--- src/hdl/assert_macros.svh ---
// Assertion macros shared by the RTL. Define NO_ASSERTIONS to compile them out.
`ifndef ASSERT_MACROS_SVH
`define ASSERT_MACROS_SVH

`ifndef NO_ASSERTIONS

// Checked at every rising edge outside reset.
`define IAP_ASSERT(lbl, clk, rst, prop) \
  lbl: assert property (@(posedge clk) disable iff (rst) prop) \
    else $error("iap assertion failed");

// Checked at every rising edge, reset included.
`define IAP_ASSERT_ALWAYS(lbl, clk, prop) \
  lbl: assert property (@(posedge clk) prop) \
    else $error("iap assertion failed");

`else

`define IAP_ASSERT(lbl, clk, rst, prop)
`define IAP_ASSERT_ALWAYS(lbl, clk, prop)

`endif

`endif

--- src/hdl/iap_pkg.sv ---
package iap_pkg;

  localparam int COUNT_WIDTH = 32;

  typedef enum logic [3:0] {
    MODE_IDLE   = 4'd0,
    MODE_ATOM   = 4'd1,
    MODE_QUOTE  = 4'd2,
    MODE_QESC   = 4'd3,
    MODE_QCLOSE = 4'd4,
    MODE_LDIGIT = 4'd5,
    MODE_LCR    = 4'd6,
    MODE_LLF    = 4'd7,
    MODE_LDATA  = 4'd8,
    MODE_LSTOP  = 4'd9
  } mode_t;

  localparam logic [7:0] CH_NUL    = 8'h00;
  localparam logic [7:0] CH_TAB    = 8'h09;
  localparam logic [7:0] CH_LF     = 8'h0A;
  localparam logic [7:0] CH_VT     = 8'h0B;
  localparam logic [7:0] CH_FF     = 8'h0C;
  localparam logic [7:0] CH_CR     = 8'h0D;
  localparam logic [7:0] CH_SPACE  = 8'h20;
  localparam logic [7:0] CH_DQUOTE = 8'h22;
  localparam logic [7:0] CH_LPAREN = 8'h28;
  localparam logic [7:0] CH_RPAREN = 8'h29;
  localparam logic [7:0] CH_ZERO   = 8'h30;
  localparam logic [7:0] CH_NINE   = 8'h39;
  localparam logic [7:0] CH_BSLASH = 8'h5C;
  localparam logic [7:0] CH_LBRACE = 8'h7B;
  localparam logic [7:0] CH_RBRACE = 8'h7D;

  // One result item.
  typedef struct packed {
    logic       syntax_error;
    logic [7:0] stop_byte;
    logic       token_done;
    logic       content_valid;
    logic [7:0] content_byte;
  } res_t;

  function automatic logic is_white(input logic [7:0] c);
    return (c == CH_SPACE) || (c == CH_TAB) || (c == CH_LF) || (c == CH_VT) ||
           (c == CH_FF) || (c == CH_CR);
  endfunction

  function automatic logic ends_atom(input logic [7:0] c);
    return (c == CH_NUL) || is_white(c) || (c == CH_LPAREN) ||
           (c == CH_RPAREN) || (c == CH_DQUOTE);
  endfunction

endpackage

--- src/hdl/iap_parse_core.sv ---
`include "assert_macros.svh"

module iap_parse_core
  import iap_pkg::*;
(
  input  logic       clk,
  input  logic       rst,
  input  logic       accept,
  input  logic [7:0] in_byte,
  input  logic       start_req,
  output res_t       res
);

  mode_t                  mode;
  mode_t                  mode_next;
  logic                   saw_digit;
  logic                   saw_digit_next;
  logic [COUNT_WIDTH-1:0] remaining;
  logic [COUNT_WIDTH-1:0] remaining_next;

  logic                   is_digit;
  logic [3:0]             digit;
  logic [COUNT_WIDTH+3:0] count_wide;
  logic                   count_ovf;
  logic [COUNT_WIDTH-1:0] remaining_dec;
  logic                   bad_first;

  assign is_digit  = (in_byte >= CH_ZERO) && (in_byte <= CH_NINE);
  assign digit     = 4'(in_byte - CH_ZERO);
  // remaining * 10 + digit, with four guard bits to see an overflow.
  assign count_wide = ({4'd0, remaining} << 3) + ({4'd0, remaining} << 1) +
                      (COUNT_WIDTH + 4)'(digit);
  assign count_ovf  = (count_wide[COUNT_WIDTH+3:COUNT_WIDTH] != 4'd0);
  assign remaining_dec = remaining - COUNT_WIDTH'(1);
  assign bad_first = (in_byte == CH_NUL) || (in_byte == CH_SPACE) ||
                     (in_byte == CH_LPAREN) || (in_byte == CH_RPAREN) ||
                     (in_byte == CH_CR) || (in_byte == CH_LF);

  // Next state.
  always_comb begin
    mode_next      = mode;
    saw_digit_next = saw_digit;
    remaining_next = remaining;
    if (start_req) begin
      saw_digit_next = 1'b0;
      remaining_next = '0;
      if (bad_first) begin
        mode_next = MODE_IDLE;
      end else if (in_byte == CH_DQUOTE) begin
        mode_next = MODE_QUOTE;
      end else if (in_byte == CH_LBRACE) begin
        mode_next = MODE_LDIGIT;
      end else if (ends_atom(in_byte)) begin
        mode_next = MODE_IDLE;
      end else begin
        mode_next = MODE_ATOM;
      end
    end else begin
      unique case (mode)
        MODE_ATOM: begin
          if (ends_atom(in_byte)) mode_next = MODE_IDLE;
        end
        MODE_QUOTE: begin
          priority if (in_byte == CH_BSLASH) mode_next = MODE_QESC;
          else if (in_byte == CH_DQUOTE) mode_next = MODE_QCLOSE;
          else if ((in_byte == CH_NUL) || (in_byte == CH_CR) || (in_byte == CH_LF))
            mode_next = MODE_IDLE;
          else mode_next = MODE_QUOTE;
        end
        MODE_QESC: mode_next = MODE_QUOTE;
        MODE_QCLOSE, MODE_LSTOP: mode_next = MODE_IDLE;
        MODE_LDIGIT: begin
          priority if (is_digit) begin
            if (count_ovf) begin
              mode_next = MODE_IDLE;
            end else begin
              remaining_next = count_wide[COUNT_WIDTH-1:0];
              saw_digit_next = 1'b1;
            end
          end else if ((in_byte == CH_RBRACE) && saw_digit) begin
            mode_next = MODE_LCR;
          end else begin
            mode_next = MODE_IDLE;
          end
        end
        MODE_LCR: mode_next = (in_byte == CH_CR) ? MODE_LLF : MODE_IDLE;
        MODE_LLF: begin
          if (in_byte == CH_LF)
            mode_next = (remaining != '0) ? MODE_LDATA : MODE_LSTOP;
          else
            mode_next = MODE_IDLE;
        end
        MODE_LDATA: begin
          remaining_next = remaining_dec;
          if (remaining_dec == '0) mode_next = MODE_LSTOP;
        end
        default: mode_next = MODE_IDLE;
      endcase
    end
    if (mode_next == MODE_IDLE) begin
      saw_digit_next = 1'b0;
      remaining_next = '0;
    end
  end

  // Result fields.
  always_comb begin
    res = '0;
    if (start_req) begin
      if (bad_first) begin
        res.syntax_error = 1'b1;
      end else if ((in_byte == CH_DQUOTE) || (in_byte == CH_LBRACE)) begin
        res = '0;
      end else if (ends_atom(in_byte)) begin
        res.token_done = 1'b1;
        res.stop_byte  = in_byte;
      end else begin
        res.content_valid = 1'b1;
        res.content_byte  = in_byte;
      end
    end else begin
      unique case (mode)
        MODE_ATOM: begin
          if (ends_atom(in_byte)) begin
            res.token_done = 1'b1;
            res.stop_byte  = in_byte;
          end else begin
            res.content_valid = 1'b1;
            res.content_byte  = in_byte;
          end
        end
        MODE_QUOTE: begin
          priority if ((in_byte == CH_BSLASH) || (in_byte == CH_DQUOTE)) begin
            res = '0;
          end else if ((in_byte == CH_NUL) || (in_byte == CH_CR) ||
                       (in_byte == CH_LF)) begin
            res.syntax_error = 1'b1;
          end else begin
            res.content_valid = 1'b1;
            res.content_byte  = in_byte;
          end
        end
        MODE_QESC, MODE_LDATA: begin
          res.content_valid = 1'b1;
          res.content_byte  = in_byte;
        end
        MODE_QCLOSE, MODE_LSTOP: begin
          res.token_done = 1'b1;
          res.stop_byte  = in_byte;
        end
        MODE_LDIGIT: begin
          if (is_digit) res.syntax_error = count_ovf;
          else res.syntax_error = !((in_byte == CH_RBRACE) && saw_digit);
        end
        MODE_LCR: res.syntax_error = (in_byte != CH_CR);
        MODE_LLF: res.syntax_error = (in_byte != CH_LF);
        default: res = '0;
      endcase
    end
  end

  always_ff @(posedge clk) begin
    if (rst) begin
      mode      <= MODE_IDLE;
      saw_digit <= 1'b0;
      remaining <= '0;
    end else if (accept) begin
      mode      <= mode_next;
      saw_digit <= saw_digit_next;
      remaining <= remaining_next;
    end
  end

  `IAP_ASSERT_ALWAYS(a_idle_clear, clk,
    (mode == MODE_IDLE) |-> ((remaining == '0) && !saw_digit))
  `IAP_ASSERT(a_ldata_count, clk, rst, (mode == MODE_LDATA) |-> (remaining != '0))
  `IAP_ASSERT(a_header_digit, clk, rst,
    ((mode == MODE_LCR) || (mode == MODE_LLF)) |-> saw_digit)

endmodule

--- src/hdl/iap_out_buf.sv ---
`include "assert_macros.svh"

module iap_out_buf
  import iap_pkg::*;
(
  input  logic clk,
  input  logic rst,
  input  logic in_valid,
  output logic in_ready,
  input  res_t in_data,
  output logic out_valid,
  input  logic out_ready,
  output res_t out_data
);

  logic skid_valid;
  res_t skid_data;
  logic in_fire;

  assign in_ready = !skid_valid;
  assign in_fire  = in_valid && in_ready;

  always_ff @(posedge clk) begin
    if (rst) begin
      out_valid  <= 1'b0;
      skid_valid <= 1'b0;
    end else if (out_ready || !out_valid) begin
      if (skid_valid) begin
        out_data   <= skid_data;
        skid_valid <= 1'b0;
      end else begin
        out_valid <= in_fire;
        if (in_fire) out_data <= in_data;
      end
    end else if (in_fire) begin
      // Output is stalled: park the new item in the skid stage.
      skid_data  <= in_data;
      skid_valid <= 1'b1;
    end
  end

  `IAP_ASSERT_ALWAYS(a_skid_behind_out, clk, skid_valid |-> out_valid)
  `IAP_ASSERT(a_stall_parks, clk, rst,
    (in_fire && out_valid && !out_ready) |=> skid_valid)
  `IAP_ASSERT(a_held_item_kept, clk, rst,
    (out_valid && !out_ready) |=> (out_valid && $stable(out_data)))

endmodule

--- src/hdl/imap_astring_parser.sv ---
// IMAP astring parser, one text byte per item.
// Input channel s_*: tdata carries the byte, tuser marks the first byte of a
// new astring and aborts any token in progress. Every accepted item gives
// exactly one result item on the m_* channel: a content byte, the end of the
// token with the byte that follows it, a syntax error, or an item with all
// fields zero, which is what bytes give while no astring is open. Each result
// is registered in the output buffer. Throughput is one item per cycle while
// s_tready is high; the parse state (mode, literal header flag and a 32-bit
// literal byte counter) updates in a single step per byte, the widest path
// being the count times ten plus digit.
// A two-entry output buffer lets s_tready stay high while one result waits;
// if the receiver holds m_tready low for a second item, s_tready drops and
// rises again in the cycle after the receiver takes the item at the head of
// the buffer. Results are never dropped or reordered.
// Reset (rst, synchronous, active high) empties the buffer and returns the
// parser to idle with the count cleared.
module imap_astring_parser
  import iap_pkg::*;
(
  input  logic        clk,
  input  logic        rst,
  input  logic        s_tvalid,
  output logic        s_tready,
  input  logic [7:0]  s_tdata,  // [7:0] in_byte
  input  logic        s_tuser,  // [0] start_req
  output logic        m_tvalid,
  input  logic        m_tready,
  output logic [15:0] m_tdata,  // [7:0] content_byte, [15:8] stop_byte
  output logic [2:0]  m_tuser   // [0] content_valid, [1] token_done, [2] syntax_error
);

  res_t core_res;
  res_t out_res;
  logic accept;

  assign accept = s_tvalid && s_tready;

  iap_parse_core u_core (
    .clk       (clk),
    .rst       (rst),
    .accept    (accept),
    .in_byte   (s_tdata),
    .start_req (s_tuser),
    .res       (core_res)
  );

  iap_out_buf u_buf (
    .clk       (clk),
    .rst       (rst),
    .in_valid  (s_tvalid),
    .in_ready  (s_tready),
    .in_data   (core_res),
    .out_valid (m_tvalid),
    .out_ready (m_tready),
    .out_data  (out_res)
  );

  assign m_tdata = {out_res.stop_byte, out_res.content_byte};
  assign m_tuser = {out_res.syntax_error, out_res.token_done, out_res.content_valid};

endmodule

--- config.mk ---
export PLATFORM = sky130hd
export DESIGN_NAME = imap_astring_parser
export DESIGN_NICKNAME = d
export VERILOG_FILES = /design/src/hdl/iap_pkg.sv /design/src/hdl/iap_parse_core.sv /design/src/hdl/iap_out_buf.sv /design/src/hdl/imap_astring_parser.sv
export VERILOG_INCLUDE_DIRS = /design/src /design/src/hdl
export SDC_FILE = /design/constraint.sdc
export NUM_CORES = 1
export LEC_CHECK = 0
export BUFFER_PORTS_ARGS = -buffer_cell sky130_fd_sc_hd__buf_4
export CORE_ASPECT_RATIO = 1.4
export CORE_UTILIZATION = 55
export DETAILED_ROUTE_END_ITERATION = 8
export PLACE_DENSITY_LB_ADDON = 0.08
export SLEW_MARGIN = 5
export SYNTH_ARGS = -nofsm -noshare
export SYNTH_HDL_FRONTEND = slang
export SYNTH_HIERARCHICAL = 1
export SYNTH_SLANG_ARGS = --single-unit
--- constraint.sdc ---
create_clock -name clk -period 6.4 [get_ports clk]
set_input_delay 0.32 -clock clk [delete_from_list [all_inputs] [get_ports clk]]
set_output_delay 0.32 -clock clk [all_outputs]
set_load 0.02 [all_outputs]
-- After elaboration in Yosys (flattened, before gate mapping)
Cells that the tools add are included.
- latch bits: 0
- memory bits (writable): 0
- memories: 0
- memory bits (read-only): 0
- input bits: 13
- bits in registers: 77
- logic and storage cells: 135
- $mul: 0
- div/mod/pow operators: 0
- add/subtract/negate cells: 4
- eq/ne operators: 26
- reduce and logical (&&, ||, !) cells: 42
- shift-type cells: 0
- $lt $le $gt $ge: 2
- bitwise operators: 3
- multiplexer cells: 43
- operators by type and width (operator ; number):
    32-bit two-way mux ; 4
    32-bit one-hot mux with 2 select lines ; 1
    19-bit two-way mux ; 3
    4-bit two-way mux ; 11
    8-bit by 4-bit equality test with 1-bit output (second input constant) ; 5
    35-bit by 33-bit adder with 36-bit output ; 1
    36-bit by 4-bit adder with 36-bit output ; 1
    18-bit two-way mux ; 2
    9-bit two-way mux ; 4
    8-bit by 6-bit equality test with 1-bit output (second input constant) ; 4
    32-bit logical NOT ; 1
    32-bit nonzero test ; 1
    32-bit by 1-bit subtractor with 32-bit output (second input constant) ; 1
    4-bit one-hot mux with 7 select lines ; 1
    9-bit one-hot mux with 3 select lines ; 1
    8-bit by 7-bit equality test with 1-bit output (second input constant) ; 3
    1-bit logical OR ; 19
    9-bit one-hot mux with 2 select lines ; 1
    4-bit by 3-bit equality test with 1-bit output (second input constant) ; 4
    8-bit by 4-bit != test with 1-bit output (second input constant) ; 2
    1-bit two-way mux ; 11
    4-bit by 2-bit equality test with 1-bit output (second input constant) ; 2
    4-bit equality test (second input constant) ; 2
    8-bit by 6-bit greater-or-equal comparator with 1-bit output (second input constant) ; 1
    other kinds (21) ; 34

-- Logic depth before layout (Yosys ltp)
- depth in word-level cells: 18
- gate-level depth with buffers: 15

-- Hierarchy
Netlist, hierarchy kept.
- modules (own cells, without submodules) (module ; cells each ; seq. area each (µm²) ; area each (µm²) ; times used):
    iap_parse_core ; 793 ; 740.7 ; 5625.4 ; 1
    iap_out_buf ; 72 ; 1181.1 ; 1594.0 ; 1
    imap_astring_parser ; 1 ; 0.0 ; 6.3 ; 1

-- Least setup slack after synthesis
No wires, ideal clock.
- kind: input port to flip-flop
- start: input s_tdata[3]
- end: register u_core.remaining[29]
- required time: 6278 ps
- stages on the path: 14
- data arrival time: 3713 ps
- setup slack: 2565 ps
- cells stage by stage: buf_2 -> inv_1 -> fa_1 -> inv_1 -> fa_1 -> a21o_1 -> a221o_1 -> a31oi_1 -> o211ai_1 -> o311a_1 -> o211ai_2 -> and3b_1 -> o211a_1 -> a221o_1
- word-level cells in the longest chain between the ends: 18
- elaborated cells between the ends (all ways): 61
- ends and longest elaborated chain (element ; RTL line ; text):
    start: declaration ; imap_astring_parser.sv:24 ; input logic [7:0] s_tdata,
    branches (longest 18 deep; another with 36-bit by 4-bit adder with 36-bit output) ; n/a ;
    end signal: assignment ; iap_parse_core.sv:170 ; remaining <= remaining_next;
    end: declaration ; iap_parse_core.sv:18 ; logic [COUNT_WIDTH-1:0] remaining;
Several ways; the timed one is not identified. The select of a mux whose other input is x is not followed.
A chain may end at the register's enable or synchronous reset.

-- Worst setup path in the final report
- start: register u_core.remaining[0]
- end: register u_core.remaining[30]
- word-level cells in the longest chain between the ends: 10
- elaborated cells between the ends (all ways): 23
- ends and longest elaborated chain (element ; RTL line ; text):
    35-bit by 33-bit adder with 36-bit output ; iap_parse_core.sv:31 ; assign count_wide = ({4'd0, remaining} << 3) + ({4'd0, remaining} << 1) +
    36-bit by 4-bit adder with 36-bit output ; iap_parse_core.sv:31 ;
    4-bit nonzero test ; iap_parse_core.sv:33 ; assign count_ovf = (count_wide[COUNT_WIDTH+3:COUNT_WIDTH] != 4'd0);
    4-bit two-way mux ; iap_parse_core.sv:74 ; if (count_ovf) begin
    4-bit two-way mux ; iap_parse_core.sv:73 ; priority if (is_digit) begin
    4-bit one-hot mux with 7 select lines ; iap_parse_core.sv:59 ; unique case (mode)
    4-bit two-way mux ; iap_parse_core.sv:44 ; if (start_req) begin
    4-bit logical NOT ; iap_parse_core.sv:100 ; if (mode_next == MODE_IDLE) begin
    4-bit by 2-bit != test with 1-bit output (no line), or another cell as far along ; n/a ;
    4-bit AND reduction (no line) ; n/a ;
Several ways; a longest one is shown, not always the timed one. The select of a mux whose other input is x is not followed.

==> summary.txt <==
Global route
  – Initial antenna violation count: 0
  – Vias in the first global route: 6504
  – GRT Residual Overflow: 0
  – Total Routing Usage GR: 0.304
  – Largest net degree at the start of global routing: 43
  – First-pass GRT wire length: between 30 and 40 mm

Final layout
  – Multi-input gate area: 0.00494 sq mm
  – Final #Nets: roughly 950
  – Layout area overhead: 7.03%
  – Final instance area: between 0.007 and 0.008 sq mm
  – Layout cells sized above 1: 0.105
  – Ant. Diodes: 0
  – Final cell count without fillers: approximately 1000
  – Layout fillers: approximately 1200
  – Final Util: 0.604
  – Register area: 0.00192 sq mm

Place
  – Global placer's final weighted congestion: between 1 and 1.5
  – Cell count after placement: ~1000
  – Port Buf Inserts: 33
  – Hpwl dp: ~16 mm
  – Area after DPL: approximately 0.0074 sq mm

Setup path
  – Delay-heaviest family, CP: compound AO/OA/AOI/OAI gates
  – FF-to-FF End: u_core/remaining[30]
  – Crit path DAT: between 4 and 5 ns
  – FF-to-FF Start: u_core/remaining[0]
  – Crit. End Element: flop
  – Reg2Reg Setup Slack: just over 2 ns
  – Setup CP Type: reg -> reg
  – CP Max Fanout: 17
  – Crit path launch type: flop
  – Critical Path Max Stage Delay: roughly 0.52 ns
  – Cell depth of the worst flop-to-flop path: 14
  – Worst path bufs/invs: 3
  – Crit path required time: about 6.6 ns
  – Crit-path slowest cell: fa_1
  – Crit-path cells: inv_1 -> fa_1 -> inv_1 -> fa_1 -> a21o_1 -> a221o_1 -> a31oi_1 -> o211ai_1 -> o311a_1 -> o211ai_2 -> and3b_1 -> a21oi_1 -> buf_4 -> o21ai_0

Outcome
  – Status: completed

Power and ir drop
  – Cell Pwr Density: approximately 150 mW/mm^2
  – Total Power: 1.15 mW
  – Max VDD drop: roughly 0.12 mV
  – Leak pwr: 3.27 nW

Hold path
  – WHS Path Cells: 3
  – Worst hold-check path type: in -> reg
  – Hold-critical path endpoint: u_buf/skid_valid
  – Min-Delay Startpoint: s_tvalid

Synthesis
  – Post-synthesis sequential area ratio: 0.266
  – Synth Register Bits: 77
  – Top FF cell, synth: dfxtp_1
  – FFs w/ async S/R, synth: 0
  – Post-synth top area cell: edfxtp_1
  – Top post-synthesis cells by count: nor2_1, a21oi_1, nand2_1, ha_1, o21ai_0
  – EDFF count, synth: 38
  – Top post-synthesis cells by area: edfxtp_1, ha_1, dfxtp_1
  – Top-count cell post-synth: nor2_1
  – Cell Area, Synth: 0.00723 sq mm
  – Post-Syn Nets: about 950
  – Avg Cell Area, Syn: approximately 8.3 sq um
  – Yosys warnings: 6
  – Yosys top cell area share: 0.158
  – Post-synth cell types: 85
  – Synthesized instance count: approximately 870

Clock network
  – Hold buffers post-CTS: 0
  – CTS H-tree lvls: 3
  – Post-CTS sizing: 0
  – CTS sink cnt: 77
  – Clock buffer depth: 2
  – Post-CTS setup buffer count: 0
  – CTS Buf Count: 9
  – Clock input transition at the sequential cells of the worst setup and hold paths: 0.06 ns
  – Clk Latency, worst-skew pair: 0.34 ns
  – CTS tree: done
  – CTS root buf: clkbuf_16

STA
  – Setup TNS: 0 ns
  – Post-Route Skew: between 0.009 and 0.01 ns
  – Period utilization: 0.685
  – Slew margin rel.: 0.316
  – Unrepaired setup endpoints after global routing: no
  – # setup viols final: 0
  – Max Fclk: about 230 MHz
  – Final hold violations: 0
  – Tmin final: 4.38 ns
  – Final Slew Violations: 0
  – Worst-margin pin slew: 1.02 ns

Floorplanning
  – Die W: between 90 and 100 um
  – Full die area: between 0.01 and 0.015 sq mm
  – Initial Util: 0.564
  – Die Height: 138 um
  – Core area: 0.0128 sq mm
  – Row Count: 49
  – IO Pins: 34

Detailed routing
  – DR vias: 6745
  – DRT antenna net count: 0
  – Drt drc: 0
  – Overall routed net length: roughly 20 mm
  – Avg WL per Cell: about 20 um
  – Vias per cell: between 6 and 7
  – Starting DRT DRC Count: about 450
  – Drt first pass iters: 5

Run
  – Max Cap Viol: 0
[through the flow]
| step | hold WS, ns | setup slack, ns |
|---|---|---|
| after detailed placement | 0.509 | 2.03 |
| after floorplan | 0.422 | 2.56 |
| final | 0.277 | 2.02 |
| after global placement | 0.501 | 2.14 |
| after global routing | 0.280 | 1.70 |
| after CTS | 0.269 | 2.06 |
[state kept, by name (all words and copies together) (netlist names)]
name              cells
u_buf/skid_valid      1
u_core/mode           4
u_buf/out_valid       1
u_buf/skid_data      19
u_core/saw_digit      1
u_buf/out_data       19
u_core/remaining     32
[final cells by class]
cell class / instances / area share
clock buffers: 9 / 0.0291
clock inverters: 7 / 0.00760
inverters: 25 / 0.0121
multi-input cells: 715 / 0.639
flip-flops and latches: 77 / 0.249
well taps: 153 / 0.0248
repair buffers: 40 / 0.0388
[power breakdown]
part / switching (mW) / internal, mW / total (mW)
logic: 0.0755 / 0.0494 / 0.125
clock network: 0.217 / 0.267 / 0.484
registers: 0.00742 / 0.530 / 0.537
[kinds of logic after synthesis]
logic type	Yosys count	share of synthesized area
simple gates	319	0.229
compound gates	258	0.233
flops	77	0.266
buf+inv	74	0.0509
fa+ha+maj	68	0.120
xor+xnor	46	0.0558
mux	24	0.0454
[how the worst max path moves through the flow]
stage / from / endpoint / slack [ns] / cells past startpoint
6_report: u_core/remaining[0] / u_core/remaining[30] / 2.02 / 14
5_1_grt: u_core/remaining[0] / u_core/remaining[13] / 1.70 / 14
4_1_cts: u_core/remaining[0] / u_core/remaining[30] / 2.06 / 14
2_1_floorplan: s_tdata[3] / u_core/remaining[29] / 2.56 / 14
3_5_place_dp: s_tdata[3] / u_core/remaining[30] / 2.03 / 15
3_3_place_gp: s_tdata[3] / u_core/remaining[18] / 2.14 / 15
[tightest hold or removal path, cell delays in order]
cell      delay [ns]
buf_4           0.11
o21bai_1        0.08
nor2_1          0.08
[routing by layer]
layer | track usage | vias to the layer above | share of wire
met5 | 0 | - | 0
met4 | 0.168 | 0 | 0.045
met3 | 0.0446 | 70 | 0.049
met2 | 0.559 | 243 | 0.51
met1 | 0.334 | 3186 | 0.39
li1 | - | 3246 | -
[cells in the final DEF, fill, tap and decap left out, drive strengths merged, types with 9 or more instances in the layout]
cell	n
nor2	88
a21oi	74
nand2	69
ha	66
o21ai	65
buf	40
dfxtp	39
edfxtp	38
nor3	33
inv	27
xnor2	25
xor2	21
nand3	20
mux2	19
nor2b	17
or3	13
a31oi	13
nand3b	11
nor4	11
nand4	10
o211ai	10
clkbuf	9
o21bai	9
a21o	9
o21a	9
No activity file was read; power rests on OpenSTA's default activity.
